[src/rtl/core/tsprx_pkg.sv]
`default_nettype none
package tsprx_pkg;

   localparam int BIT_PERIOD_W = 16;
   localparam int GAP_BITS_W   = 6;
   localparam int TICK_W       = 24;
   localparam int CSR_DATA_W   = 16;
   localparam int CHANNEL_W    = 11;
   localparam int BYTE_W       = 8;

   localparam logic [BIT_PERIOD_W-1:0] BIT_PERIOD_RESET = 16'd2000;
   localparam logic [GAP_BITS_W-1:0]   GAP_BITS_RESET   = 6'd20;

   // register indexes on the write port
   typedef enum logic [0:0] {
      CSR_BIT_PERIOD = 1'b0,
      CSR_GAP_BITS   = 1'b1
   } csr_index_type;

   // one result request
   typedef struct packed {
      logic [CHANNEL_W-1:0] first_channel;
      logic [BYTE_W-1:0]    last_byte;
   } result_type;

   typedef struct packed {
      logic full;
      logic empty;
   } queue_status_type;

endpackage
`default_nettype wire

[src/rtl/core/tsprx_front.sv]
`default_nettype none
module tsprx_front #(
   parameter int PACKET_BYTES = 25
) (
   input  wire logic                                  clock,
   input  wire logic                                  reset,
   input  wire logic                                  sample_valid,
   input  wire logic                                  pin_level,
   input  wire logic [tsprx_pkg::BIT_PERIOD_W-1:0]    bit_period,
   input  wire logic [tsprx_pkg::GAP_BITS_W-1:0]      gap_bits,
   output logic                                       push_valid,
   output tsprx_pkg::result_type                      push_data
);

   typedef enum logic [1:0] {
      ST_WAIT = 2'b01,
      ST_RECV = 2'b10
   } state_type;

   localparam logic [5:0] LAST_BYTE_IDX = 6'(PACKET_BYTES - 1);
   localparam logic [3:0] BIT_FIRST     = 4'd1;
   localparam logic [3:0] BIT_END       = 4'd9;
   localparam int         TW            = tsprx_pkg::TICK_W;

   state_type     state_ff, state_in;
   logic [TW-1:0] tick_ff, tick_in;
   logic [3:0]    bit_index_ff, bit_index_in;
   logic [7:0]    shift_ff, shift_in;
   logic [5:0]    byte_index_ff, byte_index_in;
   logic [7:0]    byte_one_ff, byte_one_in;
   logic [7:0]    byte_two_ff, byte_two_in;

   logic [TW-1:0] tick_next;
   logic [19:0]   bit_product;
   logic [20:0]   bit_thresh;
   logic [21:0]   gap_limit;
   logic          point_hit;
   logic          gap_hit;
   logic [7:0]    one_eff;
   logic [7:0]    two_eff;

   assign tick_next   = (tick_ff == {TW{1'b1}}) ? tick_ff : tick_ff + 1'b1;
   assign bit_product = {4'd0, bit_period} * {16'd0, bit_index_ff};
   assign bit_thresh  = {1'b0, bit_product} + {6'd0, bit_period[15:1]};
   assign point_hit   = tick_next >= {3'd0, bit_thresh};
   assign gap_limit   = {6'd0, bit_period} * {16'd0, gap_bits};
   assign gap_hit     = tick_ff > {2'd0, gap_limit};

   // byte two may land in the same tick as the result for short packets
   assign one_eff = (byte_index_ff == 6'd1) ? shift_ff : byte_one_ff;
   assign two_eff = (byte_index_ff == 6'd2) ? shift_ff : byte_two_ff;

   always_comb begin
      state_in      = state_ff;
      tick_in       = tick_ff;
      bit_index_in  = bit_index_ff;
      shift_in      = shift_ff;
      byte_index_in = byte_index_ff;
      byte_one_in   = byte_one_ff;
      byte_two_in   = byte_two_ff;
      push_valid    = 1'b0;
      push_data.first_channel = {one_eff, 3'b000} | {8'd0, two_eff[7:5]};
      push_data.last_byte     = shift_ff;
      if (sample_valid) begin
         unique case (state_ff)
            ST_WAIT: begin
               if (pin_level) begin
                  state_in     = ST_RECV;
                  tick_in      = '0;
                  bit_index_in = BIT_FIRST;
                  shift_in     = '0;
               end else if (gap_hit) begin
                  byte_index_in = '0;
                  tick_in       = '0;
               end else begin
                  tick_in = tick_next;
               end
            end
            ST_RECV: begin
               tick_in = tick_next;
               if (bit_index_ff != BIT_END) begin
                  if (point_hit) begin
                     shift_in     = {shift_ff[6:0], pin_level};
                     bit_index_in = bit_index_ff + 4'd1;
                  end
               end else if (point_hit) begin
                  state_in     = ST_WAIT;
                  tick_in      = '0;
                  bit_index_in = BIT_FIRST;
                  byte_one_in  = one_eff;
                  byte_two_in  = two_eff;
                  if (byte_index_ff >= LAST_BYTE_IDX) begin
                     byte_index_in = '0;
                     push_valid    = 1'b1;
                  end else begin
                     byte_index_in = byte_index_ff + 6'd1;
                  end
               end
            end
            default: begin
               state_in = ST_WAIT;
            end
         endcase
      end
   end

   always_ff @(posedge clock) begin
      if (reset) begin
         state_ff      <= ST_WAIT;
         tick_ff       <= '0;
         bit_index_ff  <= BIT_FIRST;
         shift_ff      <= '0;
         byte_index_ff <= '0;
         byte_one_ff   <= '0;
         byte_two_ff   <= '0;
      end else begin
         state_ff      <= state_in;
         tick_ff       <= tick_in;
         bit_index_ff  <= bit_index_in;
         shift_ff      <= shift_in;
         byte_index_ff <= byte_index_in;
         byte_one_ff   <= byte_one_in;
         byte_two_ff   <= byte_two_in;
      end
   end

endmodule
`default_nettype wire

[src/rtl/core/tsprx_queue.sv]
`default_nettype none
module tsprx_queue (
   input  wire logic                    clock,
   input  wire logic                    reset,
   input  wire logic                    push,
   input  tsprx_pkg::result_type        push_data,
   input  wire logic                    pop,
   output tsprx_pkg::result_type        pop_data,
   output tsprx_pkg::queue_status_type  status
);

   // two entries
   tsprx_pkg::result_type entry_ff [2];
   logic       wr_ptr_ff, wr_ptr_in;
   logic       rd_ptr_ff, rd_ptr_in;
   logic [1:0] count_ff, count_in;
   logic       do_push;
   logic       do_pop;

   assign status.full  = (count_ff == 2'd2);
   assign status.empty = (count_ff == 2'd0);
   assign do_push      = push && !status.full;
   assign do_pop       = pop && !status.empty;
   assign pop_data     = entry_ff[rd_ptr_ff];

   always_comb begin
      wr_ptr_in = do_push ? ~wr_ptr_ff : wr_ptr_ff;
      rd_ptr_in = do_pop ? ~rd_ptr_ff : rd_ptr_ff;
      count_in  = count_ff + {1'b0, do_push} - {1'b0, do_pop};
   end

   always_ff @(posedge clock) begin
      if (reset) begin
         wr_ptr_ff <= 1'b0;
         rd_ptr_ff <= 1'b0;
         count_ff  <= 2'd0;
      end else begin
         wr_ptr_ff <= wr_ptr_in;
         rd_ptr_ff <= rd_ptr_in;
         count_ff  <= count_in;
      end
   end

   always_ff @(posedge clock) begin
      if (do_push) begin
         entry_ff[wr_ptr_ff] <= push_data;
      end
   end

endmodule
`default_nettype wire

[src/rtl/core/tsprx_back.sv]
`default_nettype none
module tsprx_back (
   input  wire logic                                  clock,
   input  wire logic                                  reset,
   input  tsprx_pkg::queue_status_type                queue_status,
   input  tsprx_pkg::result_type                      queue_data,
   output logic                                       queue_pop,
   output logic                                       rsp_valid,
   input  wire logic                                  rsp_ready,
   output logic [tsprx_pkg::CHANNEL_W-1:0]            rsp_first_channel,
   output logic [tsprx_pkg::BYTE_W-1:0]               rsp_last_byte
);

   logic                  valid_ff, valid_in;
   tsprx_pkg::result_type data_ff;

   // refill the output register when it is empty or being taken
   assign queue_pop = !queue_status.empty && (!valid_ff || rsp_ready);
   assign valid_in  = queue_pop || (valid_ff && !rsp_ready);

   always_ff @(posedge clock) begin
      if (reset) begin
         valid_ff <= 1'b0;
      end else begin
         valid_ff <= valid_in;
      end
   end

   always_ff @(posedge clock) begin
      if (queue_pop) begin
         data_ff <= queue_data;
      end
   end

   assign rsp_valid         = valid_ff;
   assign rsp_first_channel = data_ff.first_channel;
   assign rsp_last_byte     = data_ff.last_byte;

endmodule
`default_nettype wire

[src/rtl/core/timed_serial_packet_receiver_core.sv]
// Result path: the sample ending the last byte of a packet pushes a result request into
//    the result queue; it then moves to the output register, which drives rsp_valid.
// Throughput: one pin sample per cycle; req_ready drops only while the
//    two-entry result queue is full behind a stalled output register.
// Reset: synchronous, active high; clears the receiver state, the queue and the
//    output valid, and loads bit_period = 2000, gap_bits = 20.
`default_nettype none
module timed_serial_packet_receiver_core #(
   parameter int PACKET_BYTES = 25
) (
   input  wire logic                                  clock,
   input  wire logic                                  reset,
   // sample requests
   input  wire logic                                  req_valid,
   output logic                                       req_ready,
   input  wire logic                                  req_pin_level,
   // result requests
   output logic                                       rsp_valid,
   input  wire logic                                  rsp_ready,
   output logic [tsprx_pkg::CHANNEL_W-1:0]            rsp_first_channel,
   output logic [tsprx_pkg::BYTE_W-1:0]               rsp_last_byte,
   // register writes
   input  wire logic                                  csr_write_enable,
   input  wire logic [0:0]                            csr_index,
   input  wire logic [tsprx_pkg::CSR_DATA_W-1:0]      csr_write_data
);

   logic [tsprx_pkg::BIT_PERIOD_W-1:0] bit_period_ff;
   logic [tsprx_pkg::GAP_BITS_W-1:0]   gap_bits_ff;

   logic                               sample_accept;
   logic                               front_push;
   tsprx_pkg::result_type              front_data;
   logic                               queue_pop;
   tsprx_pkg::result_type              queue_data;
   tsprx_pkg::queue_status_type        queue_status;

   // Configuration registers: written straight from the port, no read-back.
   always_ff @(posedge clock) begin
      if (reset) begin
         bit_period_ff <= tsprx_pkg::BIT_PERIOD_RESET;
         gap_bits_ff   <= tsprx_pkg::GAP_BITS_RESET;
      end else if (csr_write_enable) begin
         unique case (csr_index)
            tsprx_pkg::CSR_BIT_PERIOD: bit_period_ff <= csr_write_data;
            tsprx_pkg::CSR_GAP_BITS:   gap_bits_ff   <= csr_write_data[5:0];
         endcase
      end
   end

   // The front only ever pushes into a queue that has room, so a full queue
   // holds off the sample stream; otherwise a sample is taken every cycle.
   assign req_ready     = !queue_status.full;
   assign sample_accept = req_valid && req_ready;

   // Front: tick counter, bit sampling and byte/packet bookkeeping.
   tsprx_front #(
      .PACKET_BYTES (PACKET_BYTES)
   ) u_front (
      .clock        (clock),
      .reset        (reset),
      .sample_valid (sample_accept),
      .pin_level    (req_pin_level),
      .bit_period   (bit_period_ff),
      .gap_bits     (gap_bits_ff),
      .push_valid   (front_push),
      .push_data    (front_data)
   );

   // Short queue decoupling the front from a stalled result channel.
   tsprx_queue u_queue (
      .clock     (clock),
      .reset     (reset),
      .push      (front_push),
      .push_data (front_data),
      .pop       (queue_pop),
      .pop_data  (queue_data),
      .status    (queue_status)
   );

   // Back: output register on the result channel.
   tsprx_back u_back (
      .clock             (clock),
      .reset             (reset),
      .queue_status      (queue_status),
      .queue_data        (queue_data),
      .queue_pop         (queue_pop),
      .rsp_valid         (rsp_valid),
      .rsp_ready         (rsp_ready),
      .rsp_first_channel (rsp_first_channel),
      .rsp_last_byte     (rsp_last_byte)
   );

`ifndef SYNTHESIS
   // a result is never pushed into a full queue
   a_no_push_when_full: assert property (@(posedge clock) disable iff (reset)
      front_push |-> !queue_status.full)
      else $error("result pushed into full queue");

   // a result into an empty queue and idle back end reaches the port via the output register
   a_push_reaches_port: assert property (@(posedge clock) disable iff (reset)
      (front_push && queue_status.empty && !rsp_valid) |-> ##2 rsp_valid)
      else $error("result did not reach the output");

   // with the queue full behind a stalled output, samples stay held off
   a_full_holds_off: assert property (@(posedge clock) disable iff (reset)
      (queue_status.full && rsp_valid && !rsp_ready) |=> !req_ready)
      else $error("sample stream released while queue still full");
`endif

endmodule
`default_nettype wire
[config.mk]
export PLATFORM = sky130hd
export DESIGN_NAME = timed_serial_packet_receiver_core
export DESIGN_NICKNAME = d
export VERILOG_FILES = /design/src/rtl/core/tsprx_pkg.sv /design/src/rtl/core/tsprx_front.sv /design/src/rtl/core/tsprx_queue.sv /design/src/rtl/core/tsprx_back.sv /design/src/rtl/core/timed_serial_packet_receiver_core.sv
export SDC_FILE = /design/constraint.sdc
export NUM_CORES = 1
export LEC_CHECK = 0
export ABC_AREA = 1
export BUFFER_PORTS_ARGS = -buffer_cell sky130_fd_sc_hd__buf_4
export CAP_MARGIN = 20
export CORE_MARGIN = 1
export CORE_UTILIZATION = 56
export CTS_CLUSTER_SIZE = 25
export DETAILED_ROUTE_END_ITERATION = 8
export PLACE_DENSITY_LB_ADDON = 0.1
export SLEW_MARGIN = 10
export SYNTH_ARGS = -nofsm -noshare
export SYNTH_HDL_FRONTEND = slang
export SYNTH_SLANG_ARGS = --single-unit
[constraint.sdc]
create_clock -name clock -period 8.2 [get_ports clock]
set_input_delay 1.64 -clock clock [delete_from_list [all_inputs] [get_ports clock]]
set_output_delay 1.64 -clock clock [all_outputs]
set_load 0.005 [all_outputs]
# After elaboration in Yosys (flattened, before gate mapping)

Memories as Yosys holds them, arrays and structs flattened. A register that Yosys moved wholly into a read port is not among the register bits.
Index checks and enable logic that the tools add are counted.
Widths: inputs -> output; s select.

Flip-flop bits (word level): 87
RAM bits: 38
Bits of input ports: 23
Output and inout bits: 21
Word-level logic and storage cells: 100
Memories: 1

Add/sub/neg operators: 6
$mul: 2
Order comparisons: 3
Equality and inequality tests: 13
Muxes and demuxes: 34
Bitwise operators: 5
Reductions and logical operators: 22

Memory list:

| memory           | words | bits a word | read ports | clocked after Yosys merged registers in | write ports | line              | text |
|---|---|---|---|---|---|---|---|
| u_queue.entry_ff | 2     | 19          | 1          | 1                                       | 1           | tsprx_queue.sv:13 | `tsprx_pkg::result_type entry_ff [2];` |

Operator list:

| operator              | count |
|---|---|
| $mux 24               | 5 |
| $pmux 24 s2           | 1 |
| $mux 8                | 5 |
| $mux 6                | 5 |
| $add 24x1->24 const B | 1 |
| $eq 24x24->1 const B  | 1 |
| $ge 24x21->1          | 1 |
| $gt 24x22->1          | 1 |
| $mul 16x6->22         | 1 |
| $add 20x15->21        | 1 |
| $mul 16x4->20         | 1 |
| $mux 4                | 4 |
| $pmux 8 s2            | 1 |
| $pmux 6 s2            | 1 |
| $reduce_and 4->1      | 3 |
| $or 11x3->11          | 1 |
| $reduce_and 5->1      | 2 |
| $pmux 4 s2            | 1 |
| $mux 1                | 7 |
| $add 6x1->6 const B   | 1 |
| $eq 6x1->1 const B    | 1 |
| $eq 6x2->1 const B    | 1 |
| $ge 6x5->1 const B    | 1 |
| $mux 2                | 3 |
| other kinds (17)      | 35 |

# Depth between registers and ports, before layout

Word-level depth: 10
Mapped depth: 36
Gate-level depth less buffers: 34

# Cells and area by module

From an unflattened synthesis, not the netlist that was laid out.

Cell total of the unflattened synthesis: 1,691
Area, all modules: 13,255.2 um^2

Modules (own cells, without submodules):

| module                            | instances | cells each | area an instance (um^2) | sequential area each (um^2) |
|---|---|---|---|---|
| tsprx_front                       | 1         | 1,446      | 10,088.4                | 1,101.1 |
| tsprx_queue                       | 1         | 98         | 1,675.4                 | 1,241.2 |
| timed_serial_packet_receiver_core | 1         | 123        | 877.1                   | 440.4 |
| tsprx_back                        | 1         | 24         | 614.3                   | 590.6 |

# Worst setup path before layout

No wires, ideal clock.

Kind: reg2reg
Start: register u_front.bit_index_ff[2]
End: memory u_queue.entry_ff[0][0] in the netlist's numbering (enable)
Library setup time: 0.419 ns
Data arrival time: 6.607 ns
Required time: 7.781 ns
Slack: 1.174 ns
Cell stages (with the launch flop): 32
Path buffers: 3
Period minus slack after synthesis: 7.026 ns
Cell sequence: dfxtp_1 -> clkbuf_1 -> buf_1 -> nand2_1 -> fa_1 -> fa_1 -> fa_1 -> inv_1 -> ha_1 -> a21oi_1 -> o21ai_0 -> a21oi_1 -> o21ai_0 -> a31oi_1 -> o21ai_0 -> nand2_1 -> nand2_1 -> xnor2_1 -> ha_1 -> nand2_1 -> inv_1 -> nand3_1 -> nor3_1 -> nand2_1 -> nand2_1 -> nand2_1 -> nand2_1 -> nand2_1 -> nand2_1 -> nand2_2 -> buf_4 -> nor3_1

Cells in the longest elaborated chain, start to end: 10
Elaborated cells on any way between the ends: 11
Those cells by class: 1 x add/sub; 1 x mul; 1 x order compare; 1 x eq/ne; 6 x mux; 1 x reduce/logical

Ends and longest elaborated chain:

| item                             | line               | text |
|---|---|---|
| start, declared                  | tsprx_front.sv:27  | `logic [3:0] bit_index_ff, bit_index_in;` |
| start signal, assigned           | tsprx_front.sv:119 | `bit_index_ff <= bit_index_in;` |
| $mul 16x4->20                    | tsprx_front.sv:43  | `assign bit_product = {4'd0, bit_period} * {16'd0, bit_index_ff};` |
| $add 20x15->21                   | tsprx_front.sv:44  | `assign bit_thresh = {1'b0, bit_product} + {6'd0, bit_period[15:1]};` |
| $ge 24x21->1                     | tsprx_front.sv:45  | `assign point_hit = tick_next >= {3'd0, bit_thresh};` |
| $mux 1                           | tsprx_front.sv:86  | `end else if (point_hit) begin` |
| $mux 1 (*)                       | tsprx_front.sv:81  | `if (bit_index_ff != BIT_END) begin` |
| $mux 1 (*)                       | tsprx_front.sv:65  | `unique case (state_ff)` |
| $mux 1 (*)                       | tsprx_front.sv:64  | `if (sample_valid) begin` |
| $logic_and 1x1->1 (*)            | tsprx_queue.sv:22  | `assign do_push = push && !status.full;` |
| $mux 1 (*)                       | tsprx_queue.sv:45  | `if (do_push) begin` |
| $mux 1 (implied by the code) (*) | tsprx_queue.sv:46  | `entry_ff[wr_ptr_ff] <= push_data;` |
| end, declared                    | tsprx_queue.sv:13  |  |

Mark *: on every way between the ends. The rest lies on a longest branch, timed or not.

# Worst setup path after layout

Start: register u_front.bit_index_ff[2]
End: memory u_queue.entry_ff[1][4] in the netlist's numbering (enable)

The elaborated chain is that of the path after synthesis.

==> impl_results.md <==
- Yosys reg bits: 139
- Syn-to-layout area delta: 7.72%
- Initial Util: 57.8%
- Synth warnings: 0
- Worst hold path type: register to register
- Max-Cap Viols: 0
- Relative slew slack: 38.4%
- Number of buffers created by CTS: 17
- Root Buffer: clkbuf_16
- WP data required: 8.26 ns
- First-pass GRT wire length: 50.4 mm
- Adder-cell area share of the yosys netlist: 26.9%
- Synth Area in Compound Gates: 9.42%
- Later-pin clock latency in the skew report: 0.44 ns
- CTS tree: done
- Die Y: 153 um
- R2r endpoint: u_queue.entry_ff[1][4]$_DFFE_PP_
- Worst slew pin tran: 0.923 ns
- Post-CTS Setup Bufs: 0
- Syn Inst Count: 1,672
- Final Skew: 0.0172 ns
- Unrepaired setup endpoints after global routing: no
- Post-CTS Resized: 0
- Worst R2R Setup Slack: 1.18 ns
- R2r startpoint: u_front.bit_index_ff[2]$_SDFFE_PP0P_
- Power density cells: 205 nW/um2
- Endpoints failing setup: 0
- Main combinational cell family by area after synthesis: adder cells
- Psw: 0.00116 W
- Nets: 1,912
- Most frequent cells in the layout: nand2_1 (431), inv_1 (324), ha_1 (116)
- VDD IR-drop max: 0.110 mV
- Antenna cells: 0
- Htree depth: 4
- Mux cell area share after synthesis: 0%
- Clock Sinks: 139
- Yosys top cell by area: fa_1
- Syn_area_per_cell: 7.64 um2
- Yosys top cell area share: 15.5%
- Vias in the first global route: 10,195
- Final Cycle Share: 85.7%
- Switch share: 41.0%
- Outcome: finished, final reports clean
- Core ar.: 22,100 um2
- GRT overflow: 0
- Vias: 10,468
- Buffers on Ports: 43
- Maximum clock frequency: 0.142 GHz
- Crit path time final: 7.02 ns
- Commonest non-fill, non-tap cell in the layout: nand2_1
- CP Max Fanout: 21
- Vias per inst: 5.32
- CP arrival: 7.09 ns
- Hpwl dp: 23.6 mm
- Startpoint types: register
- Setup TNS: 0 ns
- Total wire length: 30.2 mm
- Drt first-iter violations: 618
- Post-synth EDFFs: 57
- Clock power frac: 26.7%
- Simple-Gate Fraction of Synth Area: 21.8%
- Top FF cell, synth: dfxtp_1
- Antenna Violating Nets Remaining: 0
- Share of power burned in registers: 30.7%
- Mapped cell area: 12,800 um2
- Fin. Hold Viols: 0
- Hold Path Cell Cnt: 2
- Comb pwr share: 42.6%
- Leakage power: 7.02 nW
- Critical path class: register to register
- Register area share after synthesis: 26.3%
- XOR/XNOR share of the synthesized area: 3.50%
- Count of pins over their slew limit: 0
- Setup ws final: 1.18 ns
- Rows: 54
- Die X: 153 um
- Largest net degree at the start of global routing: 55
- Design area: 13,800 um2
- Clock Pin Slew Worst Setup and Hold Paths: 0.06 ns
- GRT Resource Usage Total: 27.1%
- Fill cells: 2,022
- Top cell by count, worst path: nand2_1
- Max stage delay on crit path: 0.78 ns
- DR WL/cell: 15.4 um
- Ranking of synthesized cells by area: fa_1 (16%), edfxtp_1 (13%), dfxtp_1 (13%)
- Clock buffer depth: 2
- Internal power: 0.00167 W
- Share of cells above drive strength 1: 8.12%
- Final core utilization: 62.2%
- Final Power: 0.00283 W
- Placed Area: 13,200 um2
- Yosys cell types: 39
- DR pass1 iterations: 5
- Fraction of registers with async set/reset: 0%
- Drt drc: 0
- Pre-CTS setup slack: 1.24 ns
- I/O pin cnt: 44
- R2R depth: 31
- WHS Endpoint: u_front.byte_two_ff[6]$_SDFFE_PP0P_
- Hold_sp: u_front.byte_two_ff[6]$_SDFFE_PP0P_
- Syn_nets: 1,910
- Die Area: 23,400 um2
- Initial antenna violation count: 0
- Crit. End Element: register
- CP max-delay cell: dfxtp_1
- Hold_buf cts: 0
- GP Congestion: 0.871
-- logic make-up after synthesis --
| group | count (synthesis) |
|---|---|
| adders and majority gates | 215 |
| xor gates and xnor gates | 51 |
| AOI/OAI and AO/OA | 210 |
| and+or+nand+nor | 662 |
| DFF | 139 |
| buffers and inverters | 395 |
-- synth_stat cells (3+ instances only) --
| cell type | n |
|---|---|
| inv_1 | 324 |
| nor2_1 | 96 |
| xnor2_1 | 21 |
| o211ai_1 | 10 |
| a21oi_1 | 108 |
| xor2_1 | 30 |
| nand4_1 | 27 |
| a21oi_2 | 21 |
| ha_1 | 116 |
| nor3_1 | 18 |
| nand2_2 | 24 |
| a31oi_1 | 5 |
| fa_1 | 99 |
| nand3b_1 | 3 |
| o31ai_1 | 3 |
| dfxtp_1 | 82 |
| nand2_1 | 431 |
| o21bai_1 | 4 |
| edfxtp_1 | 57 |
| buf_2 | 4 |
| buf_1 | 6 |
| nand3_1 | 49 |
| clkbuf_1 | 52 |
| o21ai_0 | 53 |
| nor4_1 | 7 |
-- sequential cells by signal, indices dropped and copies added, names as in the netlist --
register / cells
bit_period_ff: 16
gap_bits_ff: 6
u_back.rsp_first_channel: 11
u_back.rsp_last_byte: 8
u_back.rsp_valid: 1
u_front.bit_index_ff: 4
u_front.byte_index_ff: 6
u_front.byte_one_ff: 8
u_front.byte_two_ff: 3
u_front.shift_ff: 8
u_front.state_ff: 2
u_front.tick_ff: 24
u_queue.count_ff: 2
u_queue.entry_ff: 38
u_queue.rd_ptr_ff: 1
u_queue.wr_ptr_ff: 1
-- how the worst max path moves through the flow --
stage	start	end	slack, ns	cells past startpoint
after global placement	u_front.bit_index_ff[2]$_SDFFE_PP0P_	u_queue.entry_ff[1][3]$_DFFE_PP_	1.35	33
after detailed placement	u_front.bit_index_ff[1]$_SDFFE_PP0P_	u_queue.entry_ff[1][2]$_DFFE_PP_	1.24	33
after global routing	u_front.bit_index_ff[2]$_SDFFE_PP0P_	u_queue.entry_ff[1][16]$_DFFE_PP_	0.43	33
final	u_front.bit_index_ff[2]$_SDFFE_PP0P_	u_queue.entry_ff[1][4]$_DFFE_PP_	1.18	31
after floorplan	u_front.bit_index_ff[2]$_SDFFE_PP0P_	u_queue.entry_ff[0][0]$_DFFE_PP_	1.17	31
after CTS	u_front.bit_index_ff[2]$_SDFFE_PP0P_	u_queue.entry_ff[1][16]$_DFFE_PP_	1.22	31
-- through the flow --
step / hold WS (ns) / instances
after floorplan: 0.432 / 1672
after global placement: 0.449 / 1935
after detailed placement: 0.451 / 1935
after CTS: 0.461 / 1967
after global routing: 0.476 / 1967
final: 0.460 / 1967
-- final cells by class --
class,count,area [um2],share of cell area (%)
Clock buffer,18,429,3.12
Clock inverter,14,134,0.973
Inverter,327,1230,8.92
Multi-Input combinational cell,1138,7880,57.3
Sequential cell,139,3350,24.4
Tap cell,280,350,2.55
Timing Repair Buffer,51,383,2.78
-- power by group through the flow --
| stage | clock network (W) | logic [W] | registers (W) |
|---|---|---|---|
| after global placement | 0 | 0.00119 | 0.000883 |
| after CTS | 0.000762 | 0.00121 | 0.000868 |
| after detailed placement | 0 | 0.00121 | 0.000882 |
| final | 0.000753 | 0.00120 | 0.000868 |
| after floorplan | 0 | 0.000891 | 0.000835 |
| after global routing | 0.000796 | 0.00137 | 0.000877 |
-- routing by layer --
metal	global-route usage, %	part of all wire (%)	vias to the layer above	routed length (um)
met4	7.79	1.7	0	521
met5	0	0	-	0
met3	3.52	4.7	37	1410
met2	48.8	51	270	15500
li1	-	-	5213	-
met1	34.0	42	4948	12800
-- worst max-delay path, delay by kind of cell (launching register included) --
| family | cells | cell delay, ns |
|---|---|---|
| fa+ha+maj | 5 | 2.20 |
| simple gates | 15 | 1.53 |
| compound gates | 6 | 1.14 |
| buf+inv | 4 | 0.88 |
| flops | 1 | 0.78 |
| xor+xnor | 1 | 0.13 |
(Power assumes the default switching activity.)
